--- src/rtl/core/pect_pkg.sv ---
// ----------------------------------------------------------------------------
// pect_pkg: shared types and constants of the pointer event cursor tracker.
// Event and notice codes, fixed point widths and the reciprocal used to
// divide by the absolute full scale.
// ----------------------------------------------------------------------------
package pect_pkg;

   // Field widths.
   localparam int KIND_W  = 2;
   localparam int CODE_W  = 2;
   localparam int VALUE_W = 16;
   localparam int EXT_W   = 12;
   localparam int FRAC_W  = 8;
   localparam int POS_W   = EXT_W + FRAC_W;
   localparam int VEL_W   = 25;
   localparam int BTN_W   = 2;
   localparam int NOTE_W  = 3;

   // Absolute readings run from zero to this full scale.
   localparam int ABS_FULL_SCALE = 4095;
   localparam int ABS_W          = $clog2(ABS_FULL_SCALE + 1);

   // Scaling: q = floor(a * extent * 256 / ABS_FULL_SCALE).
   localparam int PROD_W   = ABS_W + EXT_W;
   localparam int NUM_W    = PROD_W + FRAC_W;
   localparam int RECIP_SH = NUM_W;
   localparam longint unsigned RECIP = (64'd1 << RECIP_SH) / ABS_FULL_SCALE;
   localparam int RECIP_W  = $clog2(RECIP + 1);
   localparam int QPROD_W  = PROD_W + RECIP_W;

   // Configuration register indexes and reset values.
   localparam logic CSR_WIDTH  = 1'b0;
   localparam logic CSR_HEIGHT = 1'b1;
   localparam logic [EXT_W-1:0] WIDTH_RESET  = EXT_W'(320);
   localparam logic [EXT_W-1:0] HEIGHT_RESET = EXT_W'(240);
   localparam logic [POS_W-1:0] POS_X_RESET  = POS_W'(40960);
   localparam logic [POS_W-1:0] POS_Y_RESET  = POS_W'(30720);

   // Button codes of an input event.
   localparam logic [CODE_W-1:0] CODE_LEFT   = 2'd0;
   localparam logic [CODE_W-1:0] CODE_RIGHT  = 2'd1;
   localparam logic [CODE_W-1:0] CODE_MIDDLE = 2'd2;

   // Axis codes of a motion event.
   localparam logic [CODE_W-1:0] AXIS_X = 2'd0;
   localparam logic [CODE_W-1:0] AXIS_Y = 2'd1;

   typedef enum logic [KIND_W-1:0] {
      KIND_BUTTON   = 2'd0,
      KIND_RELATIVE = 2'd1,
      KIND_ABSOLUTE = 2'd2,
      KIND_OTHER    = 2'd3
   } kind_type;

   typedef enum logic [NOTE_W-1:0] {
      NOTE_NONE    = 3'd0,
      NOTE_RELEASE = 3'd1,
      NOTE_CLICK   = 3'd2,
      NOTE_DRAG    = 3'd3,
      NOTE_MOVE    = 3'd4
   } notice_type;

   typedef enum logic [BTN_W-1:0] {
      HELD_NONE   = 2'd0,
      HELD_LEFT   = 2'd1,
      HELD_RIGHT  = 2'd2,
      HELD_MIDDLE = 2'd3
   } button_type;

   // One pointer event as it travels down the pipeline.
   typedef struct packed {
      kind_type            kind;
      logic [CODE_W-1:0]   code;
      logic [VALUE_W-1:0]  value;
   } event_type;

   // An event together with its scaled absolute position.
   typedef struct packed {
      event_type           ev;
      logic [POS_W-1:0]    scaled;
   } scaled_type;

endpackage

--- src/rtl/core/pect_abs_scale.sv ---
// ----------------------------------------------------------------------------
// pect_abs_scale: absolute position scaling pipeline.
// Saturates the reading, multiplies by the viewport extent, then divides by
// the full scale with a reciprocal multiply and one correction step.
// ----------------------------------------------------------------------------
module pect_abs_scale
   import pect_pkg::*;
(
   input  logic                clock,
   input  logic                reset,
   input  logic                in_valid,
   output logic                in_ready,
   input  event_type           in_ev,
   input  logic [EXT_W-1:0]    width,
   input  logic [EXT_W-1:0]    height,
   output logic                out_valid,
   input  logic                out_ready,
   output scaled_type          out_item
);

   logic                 s2_valid_ff, s3_valid_ff, s4_valid_ff;
   event_type            s2_ev_ff, s3_ev_ff;
   logic [PROD_W-1:0]    s2_prod_ff, s2_prod_in;
   logic [PROD_W-1:0]    s3_prod_ff;
   logic [POS_W-1:0]     s3_q_ff, s3_q_in;
   scaled_type           s4_item_ff, s4_item_in;
   logic                 ready2, ready3, ready4;

   logic [ABS_W-1:0]     v_sat;
   logic [ABS_W-1:0]     a_sel;
   logic [EXT_W-1:0]     ext_sel;
   logic [QPROD_W-1:0]   qprod;
   logic [NUM_W-1:0]     num;
   logic [NUM_W-1:0]     back;
   logic [NUM_W-1:0]     rem;

   // A stage may load when it is empty or its contents move on.
   assign ready4   = !s4_valid_ff || out_ready;
   assign ready3   = !s3_valid_ff || ready4;
   assign ready2   = !s2_valid_ff || ready3;
   assign in_ready = ready2;

   // Saturate the reading, invert it for Y, and multiply by the extent.
   always_comb begin
      if (in_ev.value[VALUE_W-1]) begin
         v_sat = '0;
      end else if (in_ev.value > VALUE_W'(ABS_FULL_SCALE)) begin
         v_sat = ABS_W'(ABS_FULL_SCALE);
      end else begin
         v_sat = in_ev.value[ABS_W-1:0];
      end
      if (in_ev.code == AXIS_Y) begin
         a_sel   = ABS_W'(ABS_FULL_SCALE) - v_sat;
         ext_sel = height;
      end else begin
         a_sel   = v_sat;
         ext_sel = width;
      end
      s2_prod_in = PROD_W'(a_sel) * PROD_W'(ext_sel);
   end

   // Estimate of the quotient; it is low by at most one.
   always_comb begin
      qprod   = QPROD_W'(s2_prod_ff) * QPROD_W'(RECIP);
      s3_q_in = qprod[RECIP_SH-FRAC_W +: POS_W];
   end

   // Correct the estimate by comparing the remainder with the full scale.
   always_comb begin
      num  = {s3_prod_ff, {FRAC_W{1'b0}}};
      back = NUM_W'(s3_q_ff) * NUM_W'(ABS_FULL_SCALE);
      rem  = num - back;
      s4_item_in.ev = s3_ev_ff;
      if (rem >= NUM_W'(ABS_FULL_SCALE)) begin
         s4_item_in.scaled = s3_q_ff + POS_W'(1);
      end else begin
         s4_item_in.scaled = s3_q_ff;
      end
   end

   // Valid bits of the three stages.
   always_ff @(posedge clock) begin
      if (reset) begin
         s2_valid_ff <= 1'b0;
         s3_valid_ff <= 1'b0;
         s4_valid_ff <= 1'b0;
      end else begin
         if (ready2) s2_valid_ff <= in_valid;
         if (ready3) s3_valid_ff <= s2_valid_ff;
         if (ready4) s4_valid_ff <= s3_valid_ff;
      end
   end

   // Stage payloads.
   always_ff @(posedge clock) begin
      if (ready2 && in_valid) begin
         s2_ev_ff   <= in_ev;
         s2_prod_ff <= s2_prod_in;
      end
      if (ready3 && s2_valid_ff) begin
         s3_ev_ff   <= s2_ev_ff;
         s3_prod_ff <= s2_prod_ff;
         s3_q_ff    <= s3_q_in;
      end
      if (ready4 && s3_valid_ff) begin
         s4_item_ff <= s4_item_in;
      end
   end

   assign out_valid = s4_valid_ff;
   assign out_item  = s4_item_ff;

endmodule

--- src/rtl/core/pect_cursor_state.sv ---
// ----------------------------------------------------------------------------
// pect_cursor_state: cursor state update and result register.
// Applies one event to the held button and cursor position and registers
// the transaction that reports it.
// ----------------------------------------------------------------------------
module pect_cursor_state
   import pect_pkg::*;
(
   input  logic                clock,
   input  logic                reset,
   input  logic                in_valid,
   output logic                in_ready,
   input  scaled_type          in_item,
   input  logic [EXT_W-1:0]    width,
   input  logic [EXT_W-1:0]    height,
   output logic                rsp_valid,
   input  logic                rsp_ready,
   output logic [NOTE_W-1:0]   rsp_notice,
   output logic [POS_W-1:0]    rsp_cursor_x,
   output logic [POS_W-1:0]    rsp_cursor_y,
   output logic [VEL_W-1:0]    rsp_speed_x,
   output logic [VEL_W-1:0]    rsp_speed_y,
   output logic [BTN_W-1:0]    rsp_held_button
);

   localparam int SUM_W = VEL_W + 1;

   logic                 valid_ff;
   logic [POS_W-1:0]     pos_x_ff, pos_x_in;
   logic [POS_W-1:0]     pos_y_ff, pos_y_in;
   button_type           btn_ff, btn_in;
   notice_type           notice_ff, notice_in;
   logic [VEL_W-1:0]     vel_x_ff, vel_x_in;
   logic [VEL_W-1:0]     vel_y_ff, vel_y_in;
   logic                 update;

   button_type           btn_new;
   logic [VEL_W-1:0]     step;
   logic [VEL_W-1:0]     rel_x, rel_y;
   logic signed [SUM_W-1:0] sum_x, sum_y;
   logic [SUM_W-1:0]     top_x, top_y;
   logic signed [POS_W:0] diff;
   notice_type           motion_note;

   assign in_ready = !valid_ff || rsp_ready;
   assign update   = in_ready && in_valid;

   // Clamp a signed sum into zero through the viewport bound.
   function automatic logic [POS_W-1:0] clamp_axis(
      input logic signed [SUM_W-1:0] sum,
      input logic [SUM_W-1:0]        top
   );
      logic [POS_W-1:0] res;
      if (sum[SUM_W-1]) begin
         res = '0;
      end else if (SUM_W'(sum) > top) begin
         res = top[POS_W-1:0];
      end else begin
         res = sum[POS_W-1:0];
      end
      return res;
   endfunction

   // Button decode: only a press of a known button selects it.
   always_comb begin
      btn_new = HELD_NONE;
      if (in_item.ev.value == VALUE_W'(1)) begin
         case (in_item.ev.code)
            CODE_LEFT:   btn_new = HELD_LEFT;
            CODE_RIGHT:  btn_new = HELD_RIGHT;
            CODE_MIDDLE: btn_new = HELD_MIDDLE;
            default:     btn_new = HELD_NONE;
         endcase
      end
   end

   // Relative step and the clamped sums on both axes.
   always_comb begin
      step  = {in_item.ev.value[VALUE_W-1], in_item.ev.value, {FRAC_W{1'b0}}};
      rel_x = (in_item.ev.code == AXIS_X) ? step : '0;
      rel_y = (in_item.ev.code == AXIS_Y) ? VEL_W'(-step) : '0;
      sum_x = $signed({{(SUM_W-POS_W){1'b0}}, pos_x_ff})
            + $signed({rel_x[VEL_W-1], rel_x});
      sum_y = $signed({{(SUM_W-POS_W){1'b0}}, pos_y_ff})
            + $signed({rel_y[VEL_W-1], rel_y});
      top_x = {{(SUM_W-POS_W){1'b0}}, width, {FRAC_W{1'b0}}};
      top_y = {{(SUM_W-POS_W){1'b0}}, height, {FRAC_W{1'b0}}};
   end

   // Next state for one event; velocity starts at zero every time.
   always_comb begin
      pos_x_in    = pos_x_ff;
      pos_y_in    = pos_y_ff;
      btn_in      = btn_ff;
      notice_in   = NOTE_NONE;
      vel_x_in    = '0;
      vel_y_in    = '0;
      diff        = '0;
      motion_note = (btn_ff != HELD_NONE) ? NOTE_DRAG : NOTE_MOVE;
      case (in_item.ev.kind)
         KIND_BUTTON: begin
            if (btn_new != btn_ff) begin
               btn_in    = btn_new;
               notice_in = (btn_new == HELD_NONE) ? NOTE_RELEASE : NOTE_CLICK;
            end
         end
         KIND_RELATIVE: begin
            vel_x_in  = rel_x;
            vel_y_in  = rel_y;
            pos_x_in  = clamp_axis(sum_x, top_x);
            pos_y_in  = clamp_axis(sum_y, top_y);
            notice_in = motion_note;
         end
         KIND_ABSOLUTE: begin
            if (in_item.ev.code == AXIS_X) begin
               diff     = $signed({1'b0, in_item.scaled}) - $signed({1'b0, pos_x_ff});
               vel_x_in = {{(VEL_W-POS_W-1){diff[POS_W]}}, diff};
               pos_x_in = in_item.scaled;
            end else if (in_item.ev.code == AXIS_Y) begin
               diff     = $signed({1'b0, in_item.scaled}) - $signed({1'b0, pos_y_ff});
               vel_y_in = {{(VEL_W-POS_W-1){diff[POS_W]}}, diff};
               pos_y_in = in_item.scaled;
            end
            notice_in = motion_note;
         end
         default: begin
            notice_in = NOTE_NONE;
         end
      endcase
   end

   // Cursor state and result valid.
   always_ff @(posedge clock) begin
      if (reset) begin
         valid_ff <= 1'b0;
         pos_x_ff <= POS_X_RESET;
         pos_y_ff <= POS_Y_RESET;
         btn_ff   <= HELD_NONE;
      end else begin
         if (in_ready) valid_ff <= in_valid;
         if (update) begin
            pos_x_ff <= pos_x_in;
            pos_y_ff <= pos_y_in;
            btn_ff   <= btn_in;
         end
      end
   end

   // Result payload.
   always_ff @(posedge clock) begin
      if (update) begin
         notice_ff <= notice_in;
         vel_x_ff  <= vel_x_in;
         vel_y_ff  <= vel_y_in;
      end
   end

   assign rsp_valid       = valid_ff;
   assign rsp_notice      = notice_ff;
   assign rsp_cursor_x    = pos_x_ff;
   assign rsp_cursor_y    = pos_y_ff;
   assign rsp_speed_x     = vel_x_ff;
   assign rsp_speed_y     = vel_y_ff;
   assign rsp_held_button = btn_ff;

endmodule

--- src/rtl/core/pointer_event_cursor_tracker.sv ---
// ----------------------------------------------------------------------------
// pointer_event_cursor_tracker: cursor position, velocity and button tracker.
// A request passes the input register, the scaling stages and the result
// register. Throughput: one transaction per cycle while no result is held;
// each of the five register stages loads while it hands its contents on.
// Reset: synchronous; cursor to 160.0/120.0, viewport 320x240, no button.
// ----------------------------------------------------------------------------
module pointer_event_cursor_tracker
   import pect_pkg::*;
(
   input  logic                clock,
   input  logic                reset,
   input  logic                req_valid,
   output logic                req_ready,
   input  logic [KIND_W-1:0]   req_kind,
   input  logic [CODE_W-1:0]   req_code,
   input  logic [VALUE_W-1:0]  req_value,
   output logic                rsp_valid,
   input  logic                rsp_ready,
   output logic [NOTE_W-1:0]   rsp_notice,
   output logic [POS_W-1:0]    rsp_cursor_x,
   output logic [POS_W-1:0]    rsp_cursor_y,
   output logic [VEL_W-1:0]    rsp_speed_x,
   output logic [VEL_W-1:0]    rsp_speed_y,
   output logic [BTN_W-1:0]    rsp_held_button,
   input  logic                csr_write_enable,
   input  logic                csr_index,
   input  logic [EXT_W-1:0]    csr_data
);

   logic [EXT_W-1:0]     width_ff, height_ff;
   logic                 s1_valid_ff;
   event_type            s1_ev_ff, s1_ev_in;
   logic                 scale_ready;
   logic                 scale_valid;
   scaled_type           scale_item;
   logic                 state_ready;

   // Viewport configuration registers.
   always_ff @(posedge clock) begin
      if (reset) begin
         width_ff  <= WIDTH_RESET;
         height_ff <= HEIGHT_RESET;
      end else if (csr_write_enable) begin
         case (csr_index)
            CSR_WIDTH:  width_ff  <= csr_data;
            CSR_HEIGHT: height_ff <= csr_data;
            default:    width_ff  <= width_ff;
         endcase
      end
   end

   // Input register stage.
   assign req_ready = !s1_valid_ff || scale_ready;

   always_comb begin
      s1_ev_in.kind  = kind_type'(req_kind);
      s1_ev_in.code  = req_code;
      s1_ev_in.value = req_value;
   end

   always_ff @(posedge clock) begin
      if (reset) begin
         s1_valid_ff <= 1'b0;
      end else if (req_ready) begin
         s1_valid_ff <= req_valid;
      end
   end

   always_ff @(posedge clock) begin
      if (req_ready && req_valid) begin
         s1_ev_ff <= s1_ev_in;
      end
   end

   // Absolute position scaling.
   pect_abs_scale u_abs_scale (
      .clock     (clock),
      .reset     (reset),
      .in_valid  (s1_valid_ff),
      .in_ready  (scale_ready),
      .in_ev     (s1_ev_ff),
      .width     (width_ff),
      .height    (height_ff),
      .out_valid (scale_valid),
      .out_ready (state_ready),
      .out_item  (scale_item)
   );

   // Cursor state update and result register.
   pect_cursor_state u_cursor_state (
      .clock           (clock),
      .reset           (reset),
      .in_valid        (scale_valid),
      .in_ready        (state_ready),
      .in_item         (scale_item),
      .width           (width_ff),
      .height          (height_ff),
      .rsp_valid       (rsp_valid),
      .rsp_ready       (rsp_ready),
      .rsp_notice      (rsp_notice),
      .rsp_cursor_x    (rsp_cursor_x),
      .rsp_cursor_y    (rsp_cursor_y),
      .rsp_speed_x     (rsp_speed_x),
      .rsp_speed_y     (rsp_speed_y),
      .rsp_held_button (rsp_held_button)
   );

endmodule
--- config.mk ---
export PLATFORM = sky130hd
export DESIGN_NAME = pointer_event_cursor_tracker
export DESIGN_NICKNAME = d
export VERILOG_FILES = /design/src/rtl/core/pect_pkg.sv /design/src/rtl/core/pect_abs_scale.sv /design/src/rtl/core/pect_cursor_state.sv /design/src/rtl/core/pointer_event_cursor_tracker.sv
export SDC_FILE = /design/constraint.sdc
export NUM_CORES = 1
export LEC_CHECK = 0
export BUFFER_PORTS_ARGS = -buffer_cell sky130_fd_sc_hd__buf_2
export CAP_MARGIN = 20
export CORE_ASPECT_RATIO = 0.5
export CORE_MARGIN = 1.5
export CORE_UTILIZATION = 50
export DETAILED_ROUTE_END_ITERATION = 7
export GPL_ROUTABILITY_DRIVEN = 0
export MAX_ROUTING_LAYER = met4
export PLACE_DENSITY = 0.73
export SYNTH_ARGS = -nofsm -noshare
export SYNTH_HDL_FRONTEND = slang
export SYNTH_SLANG_ARGS = --single-unit
--- constraint.sdc ---
create_clock -name clock -period 14.24 [get_ports clock]
set_input_delay 1.424 -clock clock [delete_from_list [all_inputs] [get_ports clock]]
set_output_delay 1.424 -clock clock [all_outputs]
set_load 0.005 [all_outputs]
== Word level (Yosys, flattened, before mapping) ==
Index checks and enable logic that the tools add are counted.
Storage, ports and cells
  flip-flop bits (word level): 292
  input bits: 38
  word-level logic and storage cells: 108
Operators by class
  $add $sub $neg: 8
  multiply operators: 3
  order comparisons: 4
  equal/unequal tests: 10
  multiplexer cells: 27
  bitwise operators: 1
  reductions and logical operators: 26
Operators by type and width (count)
  20-bit 2-to-1 mux: 8
  25-bit 2-to-1 mux: 5
  25-bit case mux with 2 select lines: 2
  20-bit case mux with 2 select lines: 2
  21-bit by 25-bit adder with 26-bit output: 2
  26-bit by 20-bit greater-than comparator with 1-bit output: 2
  12-bit 2-to-1 mux: 4
  20-bit by 20-bit subtractor with 21-bit output: 2
  24-bit by 13-bit multiplier with 36-bit output (second input constant): 1
  32-bit by 12-bit >= comparator with 1-bit output (second input constant): 1
  20-bit by 12-bit multiplier with 32-bit output (second input constant): 1
  32-bit subtractor: 1
  25-bit negator: 1
  12-bit by 12-bit multiplier with 24-bit output: 1
  20-bit by 1-bit adder with 20-bit output (second input constant): 1
  16-bit by 1-bit equality test with 1-bit output (second input constant): 1
  16-bit by 12-bit greater-than comparator with 1-bit output (second input constant): 1
  12-bit subtractor (first input constant): 1
  2-bit by 1-bit equality test with 1-bit output (second input constant): 3
  2-bit logical NOT: 3
  3-bit 2-to-1 mux: 2
  2-bit case mux with 3 select lines: 1
  3-bit case mux with 2 select lines: 1
  3-bit AND reduction: 2
  13 further kinds: 30

== Longest topological paths before layout ==
Gate-level depths: netlist (run 1).
  depth after elaboration: 7
  mapped depth: 29
  mapped depth without buffers: 27

== Modules after synthesis ==
From an unflattened synthesis (run 1), not the netlist that was laid out.
Second synthesis, totals
  cell total of the unflattened synthesis: 2771
  area total of the unflattened synthesis: 27440.1 um^2
Modules (own cells, without submodules)
  pect_abs_scale: instances 1, cells each 1637, area an instance 17280.3 um^2, seq. area each 4504.3 um^2
  pect_cursor_state: instances 1, cells each 1013, area an instance 8506.9 um^2, seq. area each 2422.3 um^2
  pointer_event_cursor_tracker: instances 1, cells each 121, area an instance 1652.8 um^2, seq. area each 1101.1 um^2

== Least setup slack after synthesis (run 1) ==
Ideal clock, no wire load.
  kind: input-to-reg
  start point: input rsp_ready
  end point: register u_abs_scale.s3_ev_ff[0] in the netlist's numbering, enable pin
  setup time: 0.584 ns
  arrival: 6.447 ns
  data required time: 13.656 ns
  slack: 7.209 ns
  stages: 4
  path buffers: 1
  cell sequence: nor2b_1 -> and2_1 -> clkbuf_1 -> a21boi_0
Between the ends
  cells in the longest elaborated chain, start to end: 4
Ends and longest elaborated chain
  start: declaration: line pointer_event_cursor_tracker.sv:19  | input logic rsp_ready,
  1-bit logical OR: line pect_cursor_state.sv:45  | assign in_ready = !valid_ff || rsp_ready;
  1-bit logical OR: line pect_abs_scale.sv:38  | assign ready4 = !s4_valid_ff || out_ready;
  1-bit logical OR: line pect_abs_scale.sv:39  | assign ready3 = !s3_valid_ff || ready4;
  1-bit logical AND: line pect_abs_scale.sv:100  | if (ready3 && s2_valid_ff) begin
  end signal: assignment: line pect_abs_scale.sv:101  | s3_ev_ff <= s2_ev_ff;
  end: declaration: line pect_abs_scale.sv:22  | event_type s2_ev_ff, s3_ev_ff;
No other way between the ends.
A chain may end at the register's enable or synchronous reset.

== Worst setup path in the final report (run 1) ==
  start point: register s1_ev_ff[15] in the netlist's numbering
  end point: register u_abs_scale.s2_prod_ff[22], data pin
Between the ends
  cells in the longest elaborated chain, start to end: 6
Ends and longest elaborated chain
  start: declaration: line pointer_event_cursor_tracker.sv:33  | event_type s1_ev_ff, s1_ev_in;
  start signal: assignment: line pointer_event_cursor_tracker.sv:72  | s1_ev_ff <= s1_ev_in;
  16-bit by 12-bit greater-than comparator with 1-bit output: line pect_abs_scale.sv:47  | end else if (in_ev.value > VALUE_W'(ABS_FULL_SCALE)) begin
  12-bit 2-to-1 mux: line pect_abs_scale.sv:47
  12-bit 2-to-1 mux *: line pect_abs_scale.sv:45  | if (in_ev.value[VALUE_W-1]) begin
  12-bit subtractor: line pect_abs_scale.sv:53  | a_sel = ABS_W'(ABS_FULL_SCALE) - v_sat;
  12-bit 2-to-1 mux *: line pect_abs_scale.sv:52  | if (in_ev.code == AXIS_Y) begin
  12-bit by 12-bit multiplier with 24-bit output *: line pect_abs_scale.sv:59  | s2_prod_in = PROD_W'(a_sel) * PROD_W'(ext_sel);
  named net u_abs_scale.s2_prod_in[22]: line pect_abs_scale.sv:23  | logic [PROD_W-1:0] s2_prod_ff, s2_prod_in;
  end signal: assignment: line pect_abs_scale.sv:98  | s2_prod_ff <= s2_prod_in;
  end: declaration: line pect_abs_scale.sv:23
The timed path passes the listed nets; every way through them passes the cells marked *.

==> reports/qor.json, run 1 <==
{
  "clk_buf_depth": {"value": 3},
  "synth_ff_type": {"value": "sky130_fd_sc_hd__edfxtp_1"},
  "criticalPathCategory": {"value": "register to register"},
  "antennaDiodeCount": {"value": 0},
  "critical_path_arrival": {"value": 7.95, "unit": "ns"},
  "rsz_0062_raised_after_global_routing": {"value": "false"},
  "h_tree_level_count": {"value": 1},
  "syn_avg_cell_area": {"value": 9.69, "unit": "sq um"},
  "globalRouteOverflowTotal": {"value": 0},
  "post_synthesis_xor_xnor_area_fraction": {"value": 4.58, "unit": "%"},
  "hold_path_class": {"value": "register to register"},
  "final_layout_size_suffix_gt1_share": {"value": 9.23, "unit": "%"},
  "drtPass1Iterations": {"value": 6},
  "cts_buffers": {"value": 30},
  "netlist_instances": {"value": 2798},
  "clk-insertion-delay-late": {"value": 0.58, "unit": "ns"},
  "max_stage_delay": {"value": 0.94, "unit": "ns"},
  "die_width": {"value": 332, "unit": "um"},
  "cts_resized": {"value": 0},
  "initial_standard_cell_utilization_of_the_core": {"value": 50.5, "unit": "%"},
  "fp.dieArea": {"value": 55700, "unit": "sq um"},
  "post_synthesis_sequential_area_ratio": {"value": 29.6, "unit": "%"},
  "cp_cell_sequence": {"value": "or4_1 > nor2_1 > nor2_1 > xnor2_1 > nand2_1 > fa_1 > inv_1 > fa_1 > inv_1 > fa_1 > inv_1 > fa_1 > inv_1 > fa_1 > inv_1 > ha_1 > nand2_1 > a21oi_1 > o21a_1 > o31a_1 > o21ai_0 > o21ai_0 > o21ba_2 > xor2_1"},
  "die_y": {"value": 168, "unit": "um"},
  "netlist-cell-type-count": {"value": 90},
  "maxCapViolations": {"value": 0},
  "largest_family_of_logic_cells_by_synthesized_area": {"value": "adder cells"},
  "placementRows": {"value": 60},
  "drt_iter0_markers": {"value": 1895},
  "synthesis.area": {"value": 27100, "unit": "sq um"},
  "clk_slew_on_worst_s_h_paths": {"value": 0.06, "unit": "ns"},
  "core-area": {"value": 53700, "unit": "sq um"},
  "detailedPlacementHpwl": {"value": 55400, "unit": "um"},
  "drt.antenna.violating_nets": {"value": 0},
  "yosys_warnings": {"value": 0},
  "hold_fix_buffer_count_after_cts": {"value": 0},
  "viasPerCell": {"value": 5.56},
  "timing_hold_violations_final": {"value": 0},
  "postRouteWirelength": {"value": 68800, "unit": "um"},
  "top_level_ports": {"value": 135},
  "fin_crit": {"value": 7.62, "unit": "ns"},
  "synth.top_cell.area_share": {"value": 24.4, "unit": "%"},
  "synth_enable_flop_cells": {"value": 220},
  "detailroute.via_count": {"value": 20278},
  "critical_path.max_fanout": {"value": 14},
  "grt_pass1_vias": {"value": 20217},
  "area.growth.synth_to_final": {"value": 9.35, "unit": "%"},
  "synth.mux.area_fraction": {"value": 1.30, "unit": "%"},
  "critPathBufInv": {"value": 5},
  "finalMaxSlewViolations": {"value": 0},
  "status": {"value": "complete, no violations"},
  "worst_setup_path_start_kind": {"value": "register"},
  "clk_root_buffer_cell": {"value": "sky130_fd_sc_hd__clkbuf_16"},
  "number_of_antenna_violations_at_the_first_check_in_global_routing": {"value": 0},
  "port-buffer-count": {"value": 134},
  "routedWlPerCell": {"value": 18.9, "unit": "um"},
  "num-nets-final": {"value": 3484},
  "synth_top_cells_by_area": {"value": "sky130_fd_sc_hd__edfxtp_1 24%, sky130_fd_sc_hd__fa_1 19%, sky130_fd_sc_hd__ha_1 13%, sky130_fd_sc_hd__inv_1 7.3%, sky130_fd_sc_hd__dfxtp_1 5.2%"},
  "setup-tns-final": {"value": 0, "unit": "ns"},
  "asyncSetResetFlopFracSynth": {"value": 0, "unit": "%"},
  "max_clock_freq": {"value": 131, "unit": "MHz"},
  "finalCritPeriodShare": {"value": 53.5, "unit": "%"},
  "netlist.top_cell.by_area": {"value": "sky130_fd_sc_hd__edfxtp_1"},
  "cts_setup_buffers": {"value": 0},
  "grt_max_degree": {"value": 72},
  "finClkSkew": {"value": 0.0238, "unit": "ns"},
  "worst_path_dominant_cell_family": {"value": "adder cells"},
  "tightestPinTransition": {"value": 1.19, "unit": "ns"},
  "timing.max_slew.rel_slack": {"value": 20.0, "unit": "%"},
  "timing.critical_path.slowest_stage_cell": {"value": "sky130_fd_sc_hd__xnor2_1"},
  "endpoint_kind": {"value": "register"},
  "synth_nets": {"value": 3371},
  "final-setup-viol-count": {"value": 0},
  "timing.critical_path.required": {"value": 14.57, "unit": "ns"},
  "clock-sinks": {"value": 291},
  "mostFrequentLayoutCell": {"value": "sky130_fd_sc_hd__inv_1"},
  "most_frequent_cells_in_the_layout": {"value": "528 x sky130_fd_sc_hd__inv_1, 282 x sky130_fd_sc_hd__ha_1, 270 x sky130_fd_sc_hd__nand2_1"},
  "number_of_remaining_drc_errors": {"value": 0},
  "synth-simple-area-share": {"value": 13.3, "unit": "%"},
  "grt_use_total": {"value": 25.6, "unit": "%"},
  "synth-seq-cells": {"value": 291},
  "synth-compound-area-share": {"value": 11.0, "unit": "%"},
  "tritoncts": {"value": "yes"},
  "yosys.area_share.adder": {"value": 31.7, "unit": "%"},
  "grt_first_pass_wirelength": {"value": 110000, "unit": "um"}
}
## cells by family after synthesis
group / count (synthesis)
and+or+nand+nor: 745
buffers and inverters: 606
adders and majority gates: 535
AOI/OAI and AO/OA: 449
DFF: 291
xor gates and xnor gates: 141
muxes: 31
## worst reg2reg max path, delay by kind of cell (launching register included)
kind	cells	cell delay (ns)
DFF	1	0.60
AOI/OAI and AO/OA	6	1.13
and+or+nand+nor	5	1.34
buffers and inverters	5	0.28
adders and majority gates	6	3.00
xor gates and xnor gates	2	1.08
## cells in the mapped netlist (7+ instances only)
library cell	number
sky130_fd_sc_hd__nand2b_1	22
sky130_fd_sc_hd__a211oi_1	10
sky130_fd_sc_hd__or2_2	8
sky130_fd_sc_hd__mux2i_1	7
sky130_fd_sc_hd__dfxtp_1	71
sky130_fd_sc_hd__o2111ai_1	9
sky130_fd_sc_hd__xor2_1	33
sky130_fd_sc_hd__o21ai_0	75
sky130_fd_sc_hd__and4_1	9
sky130_fd_sc_hd__nand3b_1	8
sky130_fd_sc_hd__o211ai_1	17
sky130_fd_sc_hd__clkbuf_1	61
sky130_fd_sc_hd__o21ai_1	11
sky130_fd_sc_hd__or3_1	11
sky130_fd_sc_hd__fa_1	253
sky130_fd_sc_hd__edfxtp_1	220
sky130_fd_sc_hd__o31ai_1	7
sky130_fd_sc_hd__o21bai_1	15
sky130_fd_sc_hd__mux2_2	20
sky130_fd_sc_hd__nand3_1	45
sky130_fd_sc_hd__a22oi_1	8
sky130_fd_sc_hd__a311oi_1	19
sky130_fd_sc_hd__nand4_1	18
sky130_fd_sc_hd__nor3_1	31
sky130_fd_sc_hd__and2_1	59
sky130_fd_sc_hd__a21o_1	38
sky130_fd_sc_hd__nor2_1	170
sky130_fd_sc_hd__a21oi_1	119
sky130_fd_sc_hd__buf_2	7
sky130_fd_sc_hd__nor2b_1	36
sky130_fd_sc_hd__xnor2_1	107
sky130_fd_sc_hd__and3_1	22
sky130_fd_sc_hd__nor4_1	11
sky130_fd_sc_hd__o21a_1	25
sky130_fd_sc_hd__a211o_1	8
sky130_fd_sc_hd__ha_1	282
sky130_fd_sc_hd__o22ai_1	9
sky130_fd_sc_hd__a31oi_1	19
sky130_fd_sc_hd__inv_1	528
sky130_fd_sc_hd__nand2_1	270
## per-stage QoR
stage	setup slack (ns)	cell area [sq um]	instances	hold WS, ns	utilization [%]
after detailed placement	6.75	28600	3588	0.405	53.2
after global placement	6.84	28500	3587	0.401	53.2
after CTS	6.67	29600	3644	0.416	55.2
after floorplan	7.21	27100	2798	0.400	-
final	6.62	29600	3648	0.418	55.2
after global routing	6.18	29600	3648	0.424	55.2
## path summary, 6_finish.rpt
check,start,endpoint,slack (ns),depth (start not counted)
min reg2reg,u_abs_scale.s3_ev_ff[13],u_abs_scale.out_item[33],0.42,0
max reg2reg,s1_ev_ff[15],u_abs_scale.s2_prod_ff[22],6.62,24
max,s1_ev_ff[15],u_abs_scale.s2_prod_ff[22],6.62,24
min,u_abs_scale.s3_ev_ff[13],u_abs_scale.out_item[33],0.42,0
## layer usage
metal | up-vias | track usage [%] | part of all wire (%)
met5 | - | - | 0
met4 | 0 | 8.04 | 3.3
met3 | 131 | 3.44 | 6.9
met2 | 761 | 40.7 | 46
met1 | 9886 | 34.3 | 43
li1 | 9500 | - | -
## cell type report
cell class              instances  area, sq um
well taps                     713          892
flip-flops and latches        291         8030
clock inverters                23          278
clock buffers                  33          783
fillers                      4571        24000
multi-input cells            1901        16800
repair buffers                158          858
inverters                     529         1990
## flip-flops by register name (all words and copies together) (netlist names), 20 cells and up
name / count
u_abs_scale.s3_prod_ff: 24
u_cursor_state.rsp_cursor_x: 20
u_abs_scale.s3_ev_ff: 20
u_abs_scale.s2_ev_ff: 20
u_cursor_state.rsp_speed_x: 24
u_abs_scale.s3_q_ff: 20
u_abs_scale.s2_prod_ff: 24
s1_ev_ff: 20
u_cursor_state.rsp_cursor_y: 20
u_cursor_state.rsp_speed_y: 25
u_abs_scale.out_item: 40
Power of run 1 is not shown: default switching activity piles up to over one toggle a cycle in this logic, so the estimate is an artifact.
==> inputs of run 2 (changes only) <==
- clock period: 14.24 -> 7.3 ns (I/O delays scaled with it)
==> run 2 against run 1 <==
First-iteration DRC count increased by 2.4%. Via count grew 0.89%. Final cell count increased by 0.58%. Critical endpoint is now u_abs_scale.out_item[18].
==> reports/qor.json, run 2 (same netlist as run 1, synthesis figures left out) <==
{
  "fp.dieArea": {"value": 55700, "unit": "sq um", "change": "unchanged"},
  "num-nets-final": {"value": 3507, "change": "+0.66%"},
  "timing_hold_violations_final": {"value": 0, "change": "unchanged"},
  "hold_fix_buffer_count_after_cts": {"value": 0, "change": "unchanged"},
  "grt_use_total": {"value": 25.9, "unit": "%", "change": "+0.28 points"},
  "maxCapViolations": {"value": 0, "change": "unchanged"},
  "layout.cells.non_filler": {"value": 3669, "change": "+0.58%"},
  "antennaDiodeCount": {"value": 0, "change": "unchanged"},
  "cts_resized": {"value": 0, "change": "unchanged"},
  "drt_iter0_markers": {"value": 1940, "change": "+2.4%"},
  "critical_path_arrival": {"value": 7.33, "unit": "ns", "change": "-0.62 ns"},
  "criticalPathCategory": {"value": "register to register"},
  "grt_pass1_vias": {"value": 20110, "change": "-0.53%"},
  "final_layout_size_suffix_gt1_share": {"value": 10.1, "unit": "%", "change": "+0.85 points"},
  "worst_setup_path_start_kind": {"value": "register"},
  "routedWlPerCell": {"value": 18.9, "unit": "um", "change": "+0.35%"},
  "topRoutingLayerUsed": {"value": "met4"},
  "port-buffer-count": {"value": 134, "change": "unchanged"},
  "drtPass1Iterations": {"value": 6, "change": "unchanged"},
  "number_of_remaining_drc_errors": {"value": 0, "change": "unchanged"},
  "tightestPinTransition": {"value": 0.974, "unit": "ns", "change": "-0.218 ns"},
  "max_clock_freq": {"value": 143, "unit": "MHz", "change": "+8.9%"},
  "dp_worst_setup_slack": {"value": 0.167, "unit": "ns", "change": "-6.59 ns"},
  "clk_root_buffer_cell": {"value": "sky130_fd_sc_hd__clkbuf_16"},
  "clk-insertion-delay-late": {"value": 0.60, "unit": "ns", "change": "+0.02 ns"},
  "detailedPlacementHpwl": {"value": 56200, "unit": "um", "change": "+1.5%"},
  "top_level_ports": {"value": 135, "change": "unchanged"},
  "setup_ws": {"value": 0.299, "unit": "ns", "change": "-6.32 ns"},
  "drt.antenna.violating_nets": {"value": 0, "change": "unchanged"},
  "initial_standard_cell_utilization_of_the_core": {"value": 50.5, "unit": "%", "change": "unchanged"},
  "wl_met3": {"value": 5220, "unit": "um", "change": "+10%"},
  "globalRouteOverflowTotal": {"value": 0, "change": "unchanged"},
  "clock-sinks": {"value": 291, "change": "unchanged"},
  "timing.critical_path.required": {"value": 7.62, "unit": "ns", "change": "-6.95 ns"},
  "grt_max_degree": {"value": 72, "change": "unchanged"},
  "grt_first_pass_wirelength": {"value": 111000, "unit": "um", "change": "+0.89%"},
  "number_of_flip_flops_in_the_largest_register": {"value": 40, "change": "unchanged"},
  "cts_buffers": {"value": 28, "change": "-6.7%"},
  "number_of_antenna_violations_at_the_first_check_in_global_routing": {"value": 0, "change": "unchanged"},
  "post_route_utilization": {"value": 55.5, "unit": "%", "change": "+0.22 points"},
  "area.growth.synth_to_final": {"value": 9.78, "unit": "%"},
  "viasPerCell": {"value": 5.58, "change": "+0.32%"},
  "placedCellCount": {"value": 3614, "change": "+0.72%"},
  "cts_setup_buffers": {"value": 0, "change": "unchanged"},
  "hold_path_class": {"value": "input pin to register"},
  "finish.instance_area": {"value": 29800, "unit": "sq um", "change": "+0.40%"},
  "cp_cell_sequence": {"value": "inv_1 > fa_2 > inv_1 > fa_1 > inv_1 > fa_1 > fa_1 > inv_1 > fa_1 > inv_1 > ha_1 > nor3b_1 > a2111oi_2 > o2111ai_1 > nor4_1 > o2111ai_1 > a2111oi_2 > nand4_1 > nor3_2 > nand4_4 > buf_6 > o2111ai_1 > xnor2_1"},
  "finalMaxSlewViolations": {"value": 0, "change": "unchanged"},
  "m1WireLength": {"value": 30400, "unit": "um", "change": "+1.8%"},
  "timing.critical_path.slowest_stage_cell": {"value": "sky130_fd_sc_hd__fa_2"},
  "routed-wl-met2": {"value": 31900, "unit": "um", "change": "-0.13%"},
  "tritoncts": {"value": "yes"},
  "critical_path.max_fanout": {"value": 18, "change": "+4"},
  "finalCritPeriodShare": {"value": 95.9, "unit": "%", "change": "+42 points"},
  "core-area": {"value": 53700, "unit": "sq um", "change": "unchanged"},
  "timing.max_slew.rel_slack": {"value": 35.1, "unit": "%", "change": "+15 points"},
  "h_tree_level_count": {"value": 1, "change": "unchanged"},
  "fin_crit": {"value": 7.00, "unit": "ns", "change": "-0.622 ns"},
  "clk_slew_on_worst_s_h_paths": {"value": 0.08, "unit": "ns", "change": "+0.02 ns"},
  "cp_common_cell": {"value": "sky130_fd_sc_hd__inv_1"},
  "clk_buf_depth": {"value": 3, "change": "unchanged"},
  "most_frequent_cells_in_the_layout": {"value": "528 x sky130_fd_sc_hd__inv_1, 282 x sky130_fd_sc_hd__ha_1, 270 x sky130_fd_sc_hd__nand2_1"},
  "placementRows": {"value": 60, "change": "unchanged"},
  "final-setup-viol-count": {"value": 0, "change": "unchanged"},
  "detailroute.via_count": {"value": 20459, "change": "+0.89%"},
  "endpoint_kind": {"value": "register"},
  "die_y": {"value": 168, "unit": "um", "change": "unchanged"},
  "mostFrequentLayoutCell": {"value": "sky130_fd_sc_hd__inv_1"},
  "status": {"value": "complete, no violations"},
  "max_stage_delay": {"value": 0.65, "unit": "ns", "change": "-0.29 ns"},
  "die_width": {"value": 332, "unit": "um", "change": "unchanged"},
  "postRouteWirelength": {"value": 69400, "unit": "um", "change": "+0.93%"},
  "placement.cell_area": {"value": 28800, "unit": "sq um", "change": "+0.80%"},
  "finClkSkew": {"value": 0.0301, "unit": "ns", "change": "+0.00626 ns"}
}
## run 2: cell count changes in the layout (fill, tap and decap cells not counted), sizes merged
cell / delta
bufinv: -5
clkbuf: +11
buf: +25
clkinv: -4
inv: -3
clkinvlp: -3
## run 2: path summary, 6_finish.rpt
kind,start,end,slack [ns],depth (start not counted)
worst min-delay path,req_value[2],s1_ev_ff[2],0.30,1
worst max-delay path,u_abs_scale.s3_q_ff[10],u_abs_scale.out_item[18],0.30,23
worst max register to register,u_abs_scale.s3_q_ff[10],u_abs_scale.out_item[18],0.30,23
worst min register to register,u_abs_scale.s3_ev_ff[0],u_abs_scale.out_item[20],0.42,0
## run 2: critical path: cells and delay by family (launching register included)
family          cells  cell delay (ns)
buf+inv             6             0.65
flops               1             0.47
simple gates        5             1.06
fa+ha+maj           6             3.16
compound gates      5             1.28
xor+xnor            1             0.11
## run 2: metrics by stage
| step | hold slack [ns] | setup TNS, ns |
|---|---|---|
| 2_1_floorplan | 0.400 | 0 |
| 5_1_grt | 0.281 | -0.0269 |
| 6_report | 0.295 | 0 |
| 3_5_place_dp | 0.405 | 0 |
| 4_1_cts | 0.271 | 0 |
| 3_3_place_gp | 0.405 | 0 |
## run 2: routing by layer
layer	global-route usage (%)	vias to the layer above
met4	6.90	0
li1	-	9552
met5	-	-
met3	4.06	128
met2	40.0	778
met1	35.6	10001
## run 2: cell type report
class	instances	area, sq um
clock buffers	44	860
well taps	713	892
fillers	4609	23900
repair buffers	183	1070
clock inverters	8	78.8
flip-flops and latches	291	8030
multi-input cells	1901	16800
inverters	529	1990
Power of run 2 is left out for the same reason.
